--- src/rtl/rrd_pkg.sv ---
// Types, codes and constants of the row-repeat run-length frame decoder.
`default_nettype none

package rrd_pkg;

  localparam int unsigned InkLimit = 8;
  localparam logic [16:0] VarSat   = 17'h1FFFF;
  localparam int unsigned OutDepth = 4;
  localparam int unsigned OutPtrW  = $clog2(OutDepth);
  localparam int unsigned OutCntW  = $clog2(OutDepth + 1);
  localparam int unsigned MaxPerBeat = 3;

  typedef enum logic [5:0] {
    PhHeader  = 6'b000001,
    PhRepeat  = 6'b000010,
    PhRunHdr  = 6'b000100,
    PhRunLen  = 6'b001000,
    PhDone    = 6'b010000,
    PhDiscard = 6'b100000
  } phase_e;

  typedef enum logic [1:0] {
    KindHeader = 2'd0,
    KindFill   = 2'd1,
    KindCopy   = 2'd2,
    KindStatus = 2'd3
  } kind_e;

  typedef enum logic [1:0] {
    StOk      = 2'd0,
    StBad     = 2'd1,
    StNoSpace = 2'd2
  } status_e;

  typedef struct packed {
    kind_e       kind;
    logic [15:0] row;
    logic [15:0] col;
    logic [15:0] length;
    logic [2:0]  ink;
    logic [15:0] width;
    logic [15:0] height;
    status_e     status;
    logic        last_of_item;
  } result_t;

  // Expected bytes of the four-byte frame signature.
  function automatic logic [7:0] magic_byte(input logic [1:0] idx);
    logic [7:0] v;
    unique case (idx)
      2'd0:    v = 8'h55;
      2'd1:    v = 8'h46;
      2'd2:    v = 8'h42;
      default: v = 8'h32;
    endcase
    return v;
  endfunction

endpackage

`default_nettype wire

--- src/rtl/rrd_if.sv ---
// Valid/ready channel interfaces for the encoded byte beats and the result beats.
`default_nettype none

interface rrd_in_if;
  logic       valid;
  logic       ready;
  logic [7:0] data_byte;
  logic       frame_end;

  modport source (output valid, output data_byte, output frame_end, input ready);
  modport sink   (input valid, input data_byte, input frame_end, output ready);
endinterface

interface rrd_out_if;
  logic        valid;
  logic        ready;
  logic [1:0]  kind;
  logic [15:0] row;
  logic [15:0] col;
  logic [15:0] length;
  logic [2:0]  ink;
  logic [15:0] width;
  logic [15:0] height;
  logic [1:0]  status;
  logic        last_of_item;

  modport source (output valid, output kind, output row, output col, output length,
                  output ink, output width, output height, output status,
                  output last_of_item, input ready);
  modport sink   (input valid, input kind, input row, input col, input length,
                  input ink, input width, input height, input status,
                  input last_of_item, output ready);
endinterface

`default_nettype wire

--- src/rtl/row_repeat_rle_frame_decoder.sv ---
// Top level of the row-repeat run-length frame decoder (one encoded byte per beat).
// Results are written into the result queue when their byte is accepted.
// Throughput: one byte per cycle while each byte leaves at most one result and the
// receiver is ready; the rate is set by the four-entry result queue, which takes a
// byte only when room for three is left. Reset clears the decoder state to the header
// phase, empties the result queue and sets the capacity register to its full 24-bit value.
`default_nettype none

module row_repeat_rle_frame_decoder (
  input  wire logic        clk_i,
  input  wire logic        rst_ni,
  input  wire logic        cfg_we_i,
  input  wire logic [23:0] cfg_data_i,
  rrd_in_if.sink           in_i,
  rrd_out_if.source        out_o
);

  // ---------------------------------------------------------------------------
  // Decoder state. Every field but the capacity register changes only when an input beat is accepted.
  // ---------------------------------------------------------------------------
  rrd_pkg::phase_e phase_q, phase_d;
  logic [2:0]      hidx_q, hidx_d;
  logic [15:0]     width_q, width_d;
  logic [15:0]     height_q, height_d;
  logic [15:0]     row_q, row_d;
  logic [15:0]     col_q, col_d;
  logic [16:0]     vval_q, vval_d;
  logic            vovf_q, vovf_d;
  logic [3:0]      vbytes_q, vbytes_d;
  logic [16:0]     repeat_q, repeat_d;
  logic [2:0]      ink_q, ink_d;
  logic [23:0]     cap_q;

  logic       in_fire;
  logic [7:0] b;

  assign in_fire = in_i.valid && in_i.ready;
  assign b       = in_i.data_byte;

  // ---------------------------------------------------------------------------
  // LEB128 step. The accumulated value saturates at the 17-bit limit; once a
  // byte pushes it past that, it stays saturated so every range check fails.
  // From the tenth byte on only 0 or 1 is legal.
  // ---------------------------------------------------------------------------
  logic [6:0]  payload;
  logic [23:0] shifted;
  logic [23:0] vor;
  logic        vf_err;
  logic        vf_done;
  logic        vf_ovf;
  logic [16:0] vf_val;

  always_comb begin
    payload = b[6:0];
    vf_err  = (vbytes_q >= 4'd9) && (b > 8'd1);
    vf_done = !b[7];
    unique case (vbytes_q)
      4'd0:    shifted = {17'd0, payload};
      4'd1:    shifted = {10'd0, payload, 7'd0};
      4'd2:    shifted = {3'd0, payload, 14'd0};
      default: shifted = '0;
    endcase
    vor    = {7'd0, vval_q} | shifted;
    vf_ovf = vovf_q ||
             ((payload != 7'd0) && ((vbytes_q >= 4'd3) || (vor > {7'd0, rrd_pkg::VarSat})));
    if (vf_ovf) begin
      vf_val = rrd_pkg::VarSat;
    end else if (payload != 7'd0) begin
      vf_val = vor[16:0];
    end else begin
      vf_val = vval_q;
    end
  end

  // ---------------------------------------------------------------------------
  // Run placement. The run length comes either from the short form in the run
  // header byte or from the finished varint. A run that completes a row also
  // settles the repeat count against the rows still left in the frame.
  // ---------------------------------------------------------------------------
  logic [16:0] run_len;
  logic [2:0]  run_ink;
  logic [15:0] room;
  logic        run_bad;
  logic [16:0] col_sum;
  logic        row_end;
  logic        rep_bad;
  logic [16:0] row_sum;
  logic        frame_done;

  always_comb begin
    if (phase_q == rrd_pkg::PhRunHdr) begin
      run_len = {13'd0, b[3:0]} + 17'd1;
      run_ink = b[6:4];
    end else begin
      run_len = vf_val;
      run_ink = ink_q;
    end
    room       = width_q - col_q;
    run_bad    = (run_len == 17'd0) || (run_len > {1'b0, room});
    col_sum    = {1'b0, col_q} + {1'b0, run_len[15:0]};
    row_end    = col_sum >= {1'b0, width_q};
    rep_bad    = repeat_q > {1'b0, height_q - row_q};
    row_sum    = {1'b0, row_q} + repeat_q;
    frame_done = row_sum >= {1'b0, height_q};
  end

  // ---------------------------------------------------------------------------
  // Next state and the up to three results of the current byte. The first slot
  // holds the header or the fill run (never both), then a row copy, then the
  // one status that a byte can cause.
  // ---------------------------------------------------------------------------
  rrd_pkg::result_t r_first, r_copy, r_stat;
  logic             v_first, v_copy, v_stat;
  logic             bad;
  logic             do_run;
  logic [15:0]      hdr_height;
  logic [31:0]      area;

  always_comb begin
    phase_d  = phase_q;
    hidx_d   = hidx_q;
    width_d  = width_q;
    height_d = height_q;
    row_d    = row_q;
    col_d    = col_q;
    vval_d   = vval_q;
    vovf_d   = vovf_q;
    vbytes_d = vbytes_q;
    repeat_d = repeat_q;
    ink_d    = ink_q;
    r_first  = '0;
    r_copy   = '0;
    r_stat   = '0;
    v_first  = 1'b0;
    v_copy   = 1'b0;
    v_stat   = 1'b0;
    bad      = 1'b0;
    do_run   = 1'b0;

    // On the last header byte the height is completed by the byte itself.
    hdr_height = {height_q[7:0], b};
    area       = {16'd0, width_q} * {16'd0, hdr_height};

    unique case (phase_q)
      rrd_pkg::PhHeader: begin
        if (hidx_q < 3'd4) begin
          bad = b != rrd_pkg::magic_byte(hidx_q[1:0]);
        end else if (hidx_q < 3'd6) begin
          width_d = {width_q[7:0], b};
        end else begin
          height_d = hdr_height;
        end
        if (!bad) begin
          if (hidx_q == 3'd7) begin
            v_first        = 1'b1;
            r_first.kind   = rrd_pkg::KindHeader;
            r_first.width  = width_q;
            r_first.height = hdr_height;
            if ((width_q == 16'd0) || (hdr_height == 16'd0)) begin
              // An empty frame is complete as soon as its size is known.
              v_stat        = 1'b1;
              r_stat.kind   = rrd_pkg::KindStatus;
              r_stat.status = rrd_pkg::StOk;
              phase_d       = rrd_pkg::PhDiscard;
            end else if (area > {8'd0, cap_q}) begin
              v_stat        = 1'b1;
              r_stat.kind   = rrd_pkg::KindStatus;
              r_stat.status = rrd_pkg::StNoSpace;
              phase_d       = rrd_pkg::PhDiscard;
            end else begin
              phase_d  = rrd_pkg::PhRepeat;
              row_d    = '0;
              col_d    = '0;
              vval_d   = '0;
              vovf_d   = 1'b0;
              vbytes_d = '0;
            end
          end else begin
            hidx_d = hidx_q + 3'd1;
          end
        end
      end
      rrd_pkg::PhRepeat: begin
        if (vf_err) begin
          bad = 1'b1;
        end else begin
          vval_d = vf_val;
          vovf_d = vf_ovf;
          if (vf_done) begin
            if (vf_val == 17'd0) begin
              bad = 1'b1;
            end else begin
              repeat_d = vf_val;
              col_d    = '0;
              phase_d  = rrd_pkg::PhRunHdr;
            end
          end else begin
            vbytes_d = vbytes_q + 4'd1;
          end
        end
      end
      rrd_pkg::PhRunHdr: begin
        ink_d = b[6:4];
        if ({1'b0, b[6:4]} >= 4'(rrd_pkg::InkLimit)) begin
          bad = 1'b1;
        end else if (b[7]) begin
          vval_d   = '0;
          vovf_d   = 1'b0;
          vbytes_d = '0;
          phase_d  = rrd_pkg::PhRunLen;
        end else begin
          do_run = 1'b1;
        end
      end
      rrd_pkg::PhRunLen: begin
        if (vf_err) begin
          bad = 1'b1;
        end else begin
          vval_d = vf_val;
          vovf_d = vf_ovf;
          if (vf_done) begin
            do_run = 1'b1;
          end else begin
            vbytes_d = vbytes_q + 4'd1;
          end
        end
      end
      rrd_pkg::PhDone: begin
        // Any byte after the last row is trailing garbage.
        bad = 1'b1;
      end
      rrd_pkg::PhDiscard: begin
      end
      default: begin
      end
    endcase

    if (do_run) begin
      if (run_bad) begin
        bad = 1'b1;
      end else begin
        v_first        = 1'b1;
        r_first.kind   = rrd_pkg::KindFill;
        r_first.row    = row_q;
        r_first.col    = col_q;
        r_first.length = run_len[15:0];
        r_first.ink    = run_ink;
        col_d          = col_sum[15:0];
        if (!row_end) begin
          phase_d = rrd_pkg::PhRunHdr;
        end else if (rep_bad) begin
          bad = 1'b1;
        end else begin
          if (repeat_q > 17'd1) begin
            v_copy        = 1'b1;
            r_copy.kind   = rrd_pkg::KindCopy;
            r_copy.row    = row_q;
            r_copy.length = 16'(repeat_q - 17'd1);
          end
          row_d = row_sum[15:0];
          col_d = '0;
          if (frame_done) begin
            phase_d = rrd_pkg::PhDone;
          end else begin
            phase_d  = rrd_pkg::PhRepeat;
            vval_d   = '0;
            vovf_d   = 1'b0;
            vbytes_d = '0;
          end
        end
      end
    end

    if (bad) begin
      v_stat        = 1'b1;
      r_stat.kind   = rrd_pkg::KindStatus;
      r_stat.status = rrd_pkg::StBad;
      phase_d       = rrd_pkg::PhDiscard;
    end

    // The frame end always rearms the header parser. A frame that has not
    // reported yet reports now: ok only when its last row was complete.
    if (in_i.frame_end) begin
      if (phase_d != rrd_pkg::PhDiscard) begin
        v_stat        = 1'b1;
        r_stat.kind   = rrd_pkg::KindStatus;
        r_stat.status = (phase_d == rrd_pkg::PhDone) ? rrd_pkg::StOk : rrd_pkg::StBad;
      end
      phase_d = rrd_pkg::PhHeader;
      hidx_d  = '0;
    end

    // Mark the last result of this byte.
    if (v_stat) begin
      r_stat.last_of_item = 1'b1;
    end else if (v_copy) begin
      r_copy.last_of_item = 1'b1;
    end else begin
      r_first.last_of_item = v_first;
    end
  end

  always_ff @(posedge clk_i or negedge rst_ni) begin
    if (!rst_ni) begin
      phase_q  <= rrd_pkg::PhHeader;
      hidx_q   <= '0;
      width_q  <= '0;
      height_q <= '0;
      row_q    <= '0;
      col_q    <= '0;
      vval_q   <= '0;
      vovf_q   <= 1'b0;
      vbytes_q <= '0;
      repeat_q <= '0;
      ink_q    <= '0;
    end else if (in_fire) begin
      phase_q  <= phase_d;
      hidx_q   <= hidx_d;
      width_q  <= width_d;
      height_q <= height_d;
      row_q    <= row_d;
      col_q    <= col_d;
      vval_q   <= vval_d;
      vovf_q   <= vovf_d;
      vbytes_q <= vbytes_d;
      repeat_q <= repeat_d;
      ink_q    <= ink_d;
    end
  end

  // Capacity is sampled at header end; software must write it between frames, unenforced.
  always_ff @(posedge clk_i or negedge rst_ni) begin
    if (!rst_ni) begin
      cap_q <= 24'hFFFFFF;
    end else if (cfg_we_i) begin
      cap_q <= cfg_data_i;
    end
  end

  // ---------------------------------------------------------------------------
  // Result queue. A byte pushes all its results together; the output side pops
  // one beat per cycle while the receiver is ready. A byte is taken only while three
  // entries are free, so the head entry is never overwritten while it is offered.
  // ---------------------------------------------------------------------------
  rrd_pkg::result_t                 queue_q [rrd_pkg::OutDepth];
  logic [rrd_pkg::OutPtrW-1:0]      wr_ptr_q, rd_ptr_q;
  logic [rrd_pkg::OutCntW-1:0]      count_q;
  logic [rrd_pkg::OutPtrW-1:0]      pos_copy, pos_stat;
  logic [1:0]                       push_n;
  logic                             pop;
  rrd_pkg::result_t                 head;

  assign pos_copy = rrd_pkg::OutPtrW'(v_first);
  assign pos_stat = rrd_pkg::OutPtrW'(v_first) + rrd_pkg::OutPtrW'(v_copy);
  assign push_n   = in_fire ? (2'(v_first) + 2'(v_copy) + 2'(v_stat)) : 2'd0;
  assign pop      = out_o.valid && out_o.ready;
  assign head     = queue_q[rd_ptr_q];

  assign in_i.ready = count_q <= rrd_pkg::OutCntW'(rrd_pkg::OutDepth - rrd_pkg::MaxPerBeat);

  always_ff @(posedge clk_i) begin
    if (in_fire) begin
      if (v_first) begin
        queue_q[wr_ptr_q] <= r_first;
      end
      if (v_copy) begin
        queue_q[wr_ptr_q + pos_copy] <= r_copy;
      end
      if (v_stat) begin
        queue_q[wr_ptr_q + pos_stat] <= r_stat;
      end
    end
  end

  always_ff @(posedge clk_i or negedge rst_ni) begin
    if (!rst_ni) begin
      wr_ptr_q <= '0;
      rd_ptr_q <= '0;
      count_q  <= '0;
    end else begin
      wr_ptr_q <= wr_ptr_q + rrd_pkg::OutPtrW'(push_n);
      rd_ptr_q <= rd_ptr_q + rrd_pkg::OutPtrW'(pop);
      count_q  <= count_q + rrd_pkg::OutCntW'(push_n) - rrd_pkg::OutCntW'(pop);
    end
  end

  assign out_o.valid        = count_q != '0;
  assign out_o.kind         = head.kind;
  assign out_o.row          = head.row;
  assign out_o.col          = head.col;
  assign out_o.length       = head.length;
  assign out_o.ink          = head.ink;
  assign out_o.width        = head.width;
  assign out_o.height       = head.height;
  assign out_o.status       = head.status;
  assign out_o.last_of_item = head.last_of_item;

endmodule

`default_nettype wire

--- src/flat_wrapper.sv ---
// flat-port wrapper written by rule: the top's interface ports become plain ports
module row_repeat_rle_frame_decoder_flat 
  (clk_i, rst_ni, cfg_we_i, cfg_data_i, in_i_valid, in_i_data_byte, in_i_frame_end, in_i_ready, out_o_valid, out_o_kind, out_o_row, out_o_col, out_o_length, out_o_ink, out_o_width, out_o_height, out_o_status, out_o_last_of_item, out_o_ready);
  rrd_in_if in_i_i ();
  rrd_out_if out_o_i ();
  input  wire logic clk_i;
  input  wire logic rst_ni;
  input  wire logic cfg_we_i;
  input  wire logic [23:0] cfg_data_i;
  input wire logic [$bits(in_i_i.valid)-1:0] in_i_valid;
  input wire logic [$bits(in_i_i.data_byte)-1:0] in_i_data_byte;
  input wire logic [$bits(in_i_i.frame_end)-1:0] in_i_frame_end;
  output wire logic [$bits(in_i_i.ready)-1:0] in_i_ready;
  output wire logic [$bits(out_o_i.valid)-1:0] out_o_valid;
  output wire logic [$bits(out_o_i.kind)-1:0] out_o_kind;
  output wire logic [$bits(out_o_i.row)-1:0] out_o_row;
  output wire logic [$bits(out_o_i.col)-1:0] out_o_col;
  output wire logic [$bits(out_o_i.length)-1:0] out_o_length;
  output wire logic [$bits(out_o_i.ink)-1:0] out_o_ink;
  output wire logic [$bits(out_o_i.width)-1:0] out_o_width;
  output wire logic [$bits(out_o_i.height)-1:0] out_o_height;
  output wire logic [$bits(out_o_i.status)-1:0] out_o_status;
  output wire logic [$bits(out_o_i.last_of_item)-1:0] out_o_last_of_item;
  input wire logic [$bits(out_o_i.ready)-1:0] out_o_ready;
  assign in_i_i.valid = in_i_valid;
  assign in_i_i.data_byte = in_i_data_byte;
  assign in_i_i.frame_end = in_i_frame_end;
  assign in_i_ready = in_i_i.ready;
  assign out_o_valid = out_o_i.valid;
  assign out_o_kind = out_o_i.kind;
  assign out_o_row = out_o_i.row;
  assign out_o_col = out_o_i.col;
  assign out_o_length = out_o_i.length;
  assign out_o_ink = out_o_i.ink;
  assign out_o_width = out_o_i.width;
  assign out_o_height = out_o_i.height;
  assign out_o_status = out_o_i.status;
  assign out_o_last_of_item = out_o_i.last_of_item;
  assign out_o_i.ready = out_o_ready;
  row_repeat_rle_frame_decoder u_core (.clk_i(clk_i), .rst_ni(rst_ni), .cfg_we_i(cfg_we_i), .cfg_data_i(cfg_data_i), .in_i(in_i_i), .out_o(out_o_i));
endmodule
--- config.mk ---
export PLATFORM = sky130hd
export DESIGN_NAME = row_repeat_rle_frame_decoder_flat
export DESIGN_NICKNAME = d
export VERILOG_FILES = /design/src/rtl/rrd_pkg.sv /design/src/rtl/rrd_if.sv /design/src/rtl/row_repeat_rle_frame_decoder.sv /design/src/flat_wrapper.sv
export SDC_FILE = /design/constraint.sdc
export NUM_CORES = 2
export LEC_CHECK = 0
export BUFFER_PORTS_ARGS = -buffer_cell sky130_fd_sc_hd__buf_2
export CAP_MARGIN = 5
export CORE_MARGIN = 2
export CORE_UTILIZATION = 50
export CTS_CLUSTER_DIAMETER = 60
export DETAILED_ROUTE_END_ITERATION = 16
export PLACE_DENSITY = 0.66
export SETUP_SLACK_MARGIN = 0.3
export SKIP_CTS_REPAIR_TIMING = 1
export SLEW_MARGIN = 20
export SYNTH_ARGS = -nofsm -noshare
export SYNTH_HDL_FRONTEND = slang
export SYNTH_SLANG_ARGS = --single-unit
--- constraint.sdc ---
create_clock -name clk_i -period 18.7 [get_ports clk_i]
set_clock_uncertainty 0.05 [all_clocks]
set_input_delay 3.74 -clock clk_i [delete_from_list [all_inputs] [get_ports clk_i]]
set_output_delay 3.74 -clock clk_i [all_outputs]
set_load 0.01 [all_outputs]
After elaboration in Yosys (flattened, before gate mapping) --
Memories as Yosys holds them, arrays and structs flattened. Index checks and enable logic that the tools add are counted.
Cells by class: add/sub/neg operators 16, multiply operators 1, magnitude comparators 13, equal/unequal tests 15, multiplexer cells 163, bitwise logic cells 6, reductions and logical operators 22
Operator list (number):
- $mux 16 | 25
- $mux 17 | 14
- $mux 32 | 3
- $mux 18 | 5
- $mux 6 | 14
- $pmux 21 s3 | 1
- $mux 1 | 54
- $mux 53 | 1
- $mux 52 | 1
- $pmux 17 s3 | 1
- $mux 4 | 12
- $ge 17x16->1 | 2
- $gt 17x16->1 | 2
- $logic_not 17->1 | 2
- $mux 2 | 17
- $gt 32x24->1 | 1
- $logic_not 16->1 | 2
- $mul 16x16->32 | 1
- $pmux 16 s2 | 1
- $sub 16x16->16 | 2
- $gt 24x17->1 const B | 1
- $or 17x21->21 | 1
- $pmux 7 s3 | 1
- $pmux 6 s3 | 1
- 48 further kinds | 71
Word-level totals: register bits 146, memory bits (writable) 352, input bits 38, output and inout port bits 90, word-level logic and storage cells 252, memories 1
Memory list:
- u_core.queue_q | words 4, bits a word 88, read ports 1, clocked after memory_dff 0, write ports 3, line row_repeat_rle_frame_decoder.sv:345 | rrd_pkg::result_t queue_q [rrd_pkg::OutDepth];

Depth between registers and ports, before layout --
depth in word-level cells 25, mapped depth 45

Worst setup path after synthesis --
No wires, ideal clock.
kind input -> register, start input in_i_data_byte[2], end register u_core.count_q[2] (netlist name), arrival 12.929 ns, data required time 18.527 ns, path slack 5.599 ns, stages 41, buffers on the path 4, path through buf_2 > clkbuf_1 > clkbuf_1 > nand2_1 > fa_1 > fa_1 > fa_1 > fa_1 > inv_1 > fa_1 > inv_1 > fa_1 > inv_1 > ha_1 > a21o_1 > a221oi_1 > nor2b_1 > a21boi_1 > [... 5 more ...] > nand4_1 > nor2_1 > nand2_1 > or3_1 > a211oi_1 > o2111a_1 > and3_1 > a31oi_1 > nand2b_1 > buf_2 > and2_1 > fa_1 > and3_1 > ha_1 > inv_1 > fa_1 > xor2_1 > xnor2_1
Between the ends: word-level cells in the longest chain between the ends 24, elaborated cells between the ends (all ways) 71, those cells by class add/sub (6); mul (1); order compare (5); eq/ne (2); mux (46); bitwise (1); reduce/logical (10)
RTL lines:
- start, declared | line flat_wrapper.sv:11 | input wire logic [$bits(in_i_i.data_byte)-1:0] in_i_data_byte;
- parallel branches: the longest is 20 deep, another holds $mul 16x16->32
- $add 2x1->2 * | line row_repeat_rle_frame_decoder.sv:355 | assign push_n = in_fire ? (2'(v_first) + 2'(v_copy) + 2'(v_stat)) : 2'd0;
- $mux 2 * | line row_repeat_rle_frame_decoder.sv:355
- $add 3x2->3 * | line row_repeat_rle_frame_decoder.sv:383 | count_q <= count_q + rrd_pkg::OutCntW'(push_n) - rrd_pkg::OutCntW'(pop);
- $sub 3x1->3 * | line row_repeat_rle_frame_decoder.sv:383
- end signal, assigned | line row_repeat_rle_frame_decoder.sv:383
- end, declared | line row_repeat_rle_frame_decoder.sv:347 | logic [rrd_pkg::OutCntW-1:0] count_q;
Mark *: on every way between the ends. The select of a mux whose other input is x is not followed. A chain may end at the register's enable or synchronous reset.

Worst setup path after layout --
start input in_i_data_byte[4], end register u_core.count_q[2] (netlist name)
The elaborated chain is that of the path after synthesis.

==> results.ini <==
[sta]
tightestPinTransition_ps = 1120
setup_viol = 0
rsz0062_at_grt = no
hold_slack_ps = 413
max_freq_mhz = 73.4
hold_viol_final = 0
layout_min_cycle_time_ps = 13620
max_slew_margin = 0.252
fin_setup_tns_ps = 0
drv_slew = 0
fin_crit_sh = 0.728

[detailed_routing]
routed_wl_um = 116000
drc_errors = 0
wl_per_cell_um = 22.2
postRouteAntennaNets = 0
drt_first_pass_iters = 6
vias_per_cell = 6.10
drt_iter0_markers = 3006
vias = 31900

[setup_path]
rr_worst_depth = 37
arrival_ps = 14120
startpoint = in_i_data_byte[4]
required_ps = 19210
cp_max_fo = 28
critPathCapture = u_core.count_q[2]$_DFF_PN0_
rr_startpoint = u_core.width_q[1]$_DFFE_PN0P_
max_stage_delay_ps = 630
crit_top_cell = fa_1
cp_slowest_cell = buf_2
critPathLaunchType = primary input
r2r_setup_slack_ps = 7440
critPathKind = primary input to flip-flop
r2r-end = u_core.count_q[2]$_DFF_PN0_
crit_path_end_kind = flip-flop

[power_and_ir_drop]
power_w = 0.00545
vdd_drop_max_v = 0.000232
combPwrFrac = 0.547
p_leak_nw = 17.3
pwr-share-clk = 0.227
intPower_w = 0.00306
switching_share = 0.438
power_density_mw_per_mm2 = 134
switchingPower_w = 0.00238
seqPwrFrac = 0.226

[logic_synthesis]
synthesis.nets = 4767
syn_area_mm2 = 0.0374
yosysTopAreaCell = dfxtp_1
synth-edff-count = 20
syn-instance-count = 4250
yosysWarnings = 0
synth_most_common_cell = nor2_1
synth_common_cells = nor2_1, nand2_1, inv_1, dfxtp_1, a21oi_1
ys_top_cells_by_area = dfxtp_1, fa_1, ha_1
synthFlopType = dfxtp_1
synth.avg_cell_area_um2 = 8.80
postSynth.asyncResetShare = 0.293
synth.ff_latch_count = 498
synth_top_area_share = 0.178
yosysUniqueCellTypes = 97
ys_seq_area_frac = 0.292

[min_path]
holdCritPathClass = flip-flop to flip-flop

[die]
die_w_um = 277
die_h_um = 277
io_pins = 128
std_cell_rows = 100
dieArea_mm2 = 0.0770
core-area_mm2 = 0.0742
start_util = 0.504

[clock_tree]
clock-sinks = 498
path_clk_slew_ps = 60
clk_latency_ps = 670
cts-root-buf = clkbuf_16
ctsHtreeMaxLevel = 2
cts_tree = done
cts-buffers-inserted = 60
clock_path_buffers = 3

[global_routing]
grt_pass1_wl_um = 184000
grt-ovfl-total = 0
grt_util_all_layers = 0.301
antenna_found_initial = 6
grt_pass1_vias = 31500
grt_max_degree = 110

[cells_and_area]
syn_to_final_growth_pct = 8.84
utilization = 0.548
nets = 4727
drive_gt1_frac = 0.123

[placed_design]
io_buffers = 127
dp_hpwl_um = 80400
gp_congestion = 0.951

[job]
maxCapViolCount = 0

[status]
status = finished clean

==> placed cells by master, fill, tap and decap left out, types with 10 or more instances in the layout <==
master / instances
nor2b_1: 29
dfrtp_1: 119
nand2b_1: 12
or3_1: 36
clkbuf_8: 10
and3_1: 11
clkbuf_1: 14
a21o_1: 35
buf_2: 126
inv_1: 362
edfxtp_1: 20
dfxtp_1: 332
ha_1: 279
o21ai_0: 146
dfstp_2: 25
xor2_1: 49
clkbuf_16: 61
nand2_1: 407
xnor2_1: 60
clkinv_1: 10
a21oi_1: 291
a211oi_2: 60
o21bai_1: 21
nand3_1: 35
a22o_1: 32
nor2_1: 487
o211ai_1: 10
buf_4: 67
fa_1: 200
mux4_2: 88
o21a_1: 24
nor3_1: 236
o2bb2ai_1: 18
a211oi_1: 223
and2_1: 63
nor4_1: 22
mux2_2: 10
nand4_1: 33
==> worst min path at each step <==
stage | slack [ps] | cells past startpoint | end | from
2_1_floorplan | 380 | 2 | u_core.queue_q[2][35]$_SDFFE_PP0P_ | u_core.queue_q[2][35]$_SDFFE_PP0P_
3_3_place_gp | 400 | 2 | u_core.queue_q[2][35]$_SDFFE_PP0P_ | u_core.queue_q[2][35]$_SDFFE_PP0P_
3_5_place_dp | 410 | 2 | u_core.queue_q[2][35]$_SDFFE_PP0P_ | u_core.queue_q[2][35]$_SDFFE_PP0P_
4_1_cts | 410 | 2 | u_core.queue_q[2][35]$_SDFFE_PP0P_ | u_core.queue_q[2][35]$_SDFFE_PP0P_
5_1_grt | 450 | 2 | u_core.queue_q[2][35]$_SDFFE_PP0P_ | u_core.queue_q[2][35]$_SDFFE_PP0P_
6_report | 410 | 2 | u_core.queue_q[2][35]$_SDFFE_PP0P_ | u_core.queue_q[2][35]$_SDFFE_PP0P_
==> through the flow <==
stage	instance area (µm²)	worst slack [ps]	std cells
floorplan	37400	5600	4250
global placement	38500	4610	5117
detailed placement	38500	4530	5117
CTS	40700	5230	5231
global route	40700	4390	5233
finish	40700	5080	5234
==> metal layers <==
layer / vias up / global-route usage / wire, µm
met5: - / 0 / 15
met4: 2 / 0.114 / 4130
met3: 219 / 0.0350 / 8190
met2: 1310 / 0.489 / 54300
met1: 15700 / 0.412 / 49400
li1: 14700 / - / -
==> worst max-delay path: cells and delay by family <==
kind | cells | cell delay (ps)
and+or+nand+nor | 9 | 2190
buffers and inverters | 6 | 910
adders and majority gates | 11 | 4680
xor gates and xnor gates | 3 | 450
AOI/OAI and AO/OA | 8 | 2100
==> power by group through the flow <==
stage / clock, W / sequential, W / combinational (W)
6_report: 0.00124 / 0.00123 / 0.00298
5_1_grt: 0.00129 / 0.00124 / 0.00337
4_1_cts: 0.00125 / 0.00123 / 0.00298
3_5_place_dp: 0 / 0.00125 / 0.00295
3_3_place_gp: 0 / 0.00125 / 0.00294
2_1_floorplan: 0 / 0.00118 / 0.00227
==> cell type report <==
class,instances,area [µm²]
well taps,969,1210
fillers,6721,33500
repair buffers,195,1160
diodes,3,7.51
flip-flops and latches,498,10900
clock inverters,28,398
clock buffers,86,1720
inverters,373,1400
multi-input cells,3082,23800
==> logic make-up (layout without fill, tap and decap cells) <==
| family | Yosys count | count (layout) | share of synthesized area |
|---|---|---|---|
| and+or+nand+nor | 1424 | 1424 | 0.173 |
| adders and majority gates | 479 | 479 | 0.200 |
| other | 0 | 3 | 0 |
| DFF | 498 | 498 | 0.292 |
| xor gates and xnor gates | 109 | 109 | 0.0255 |
| AOI/OAI and AO/OA | 965 | 965 | 0.178 |
| muxes | 105 | 105 | 0.0579 |
| buffers and inverters | 670 | 682 | 0.0722 |
==> flip-flops by register name (all words and copies together), names as in the netlist <==
register         count
u_core.col_q        16
u_core.row_q        16
u_core.vbytes_q      4
u_core.queue_q     352
u_core.count_q       3
u_core.height_q     16
u_core.width_q      16
u_core.ink_q         3
u_core.wr_ptr_q      2
u_core.repeat_q     17
u_core.cap_q        24
u_core.vval_q       17
u_core.phase_q       6
u_core.hidx_q        3
u_core.rd_ptr_q      2
u_core.vovf_q        1
(Power assumes the default switching activity.)
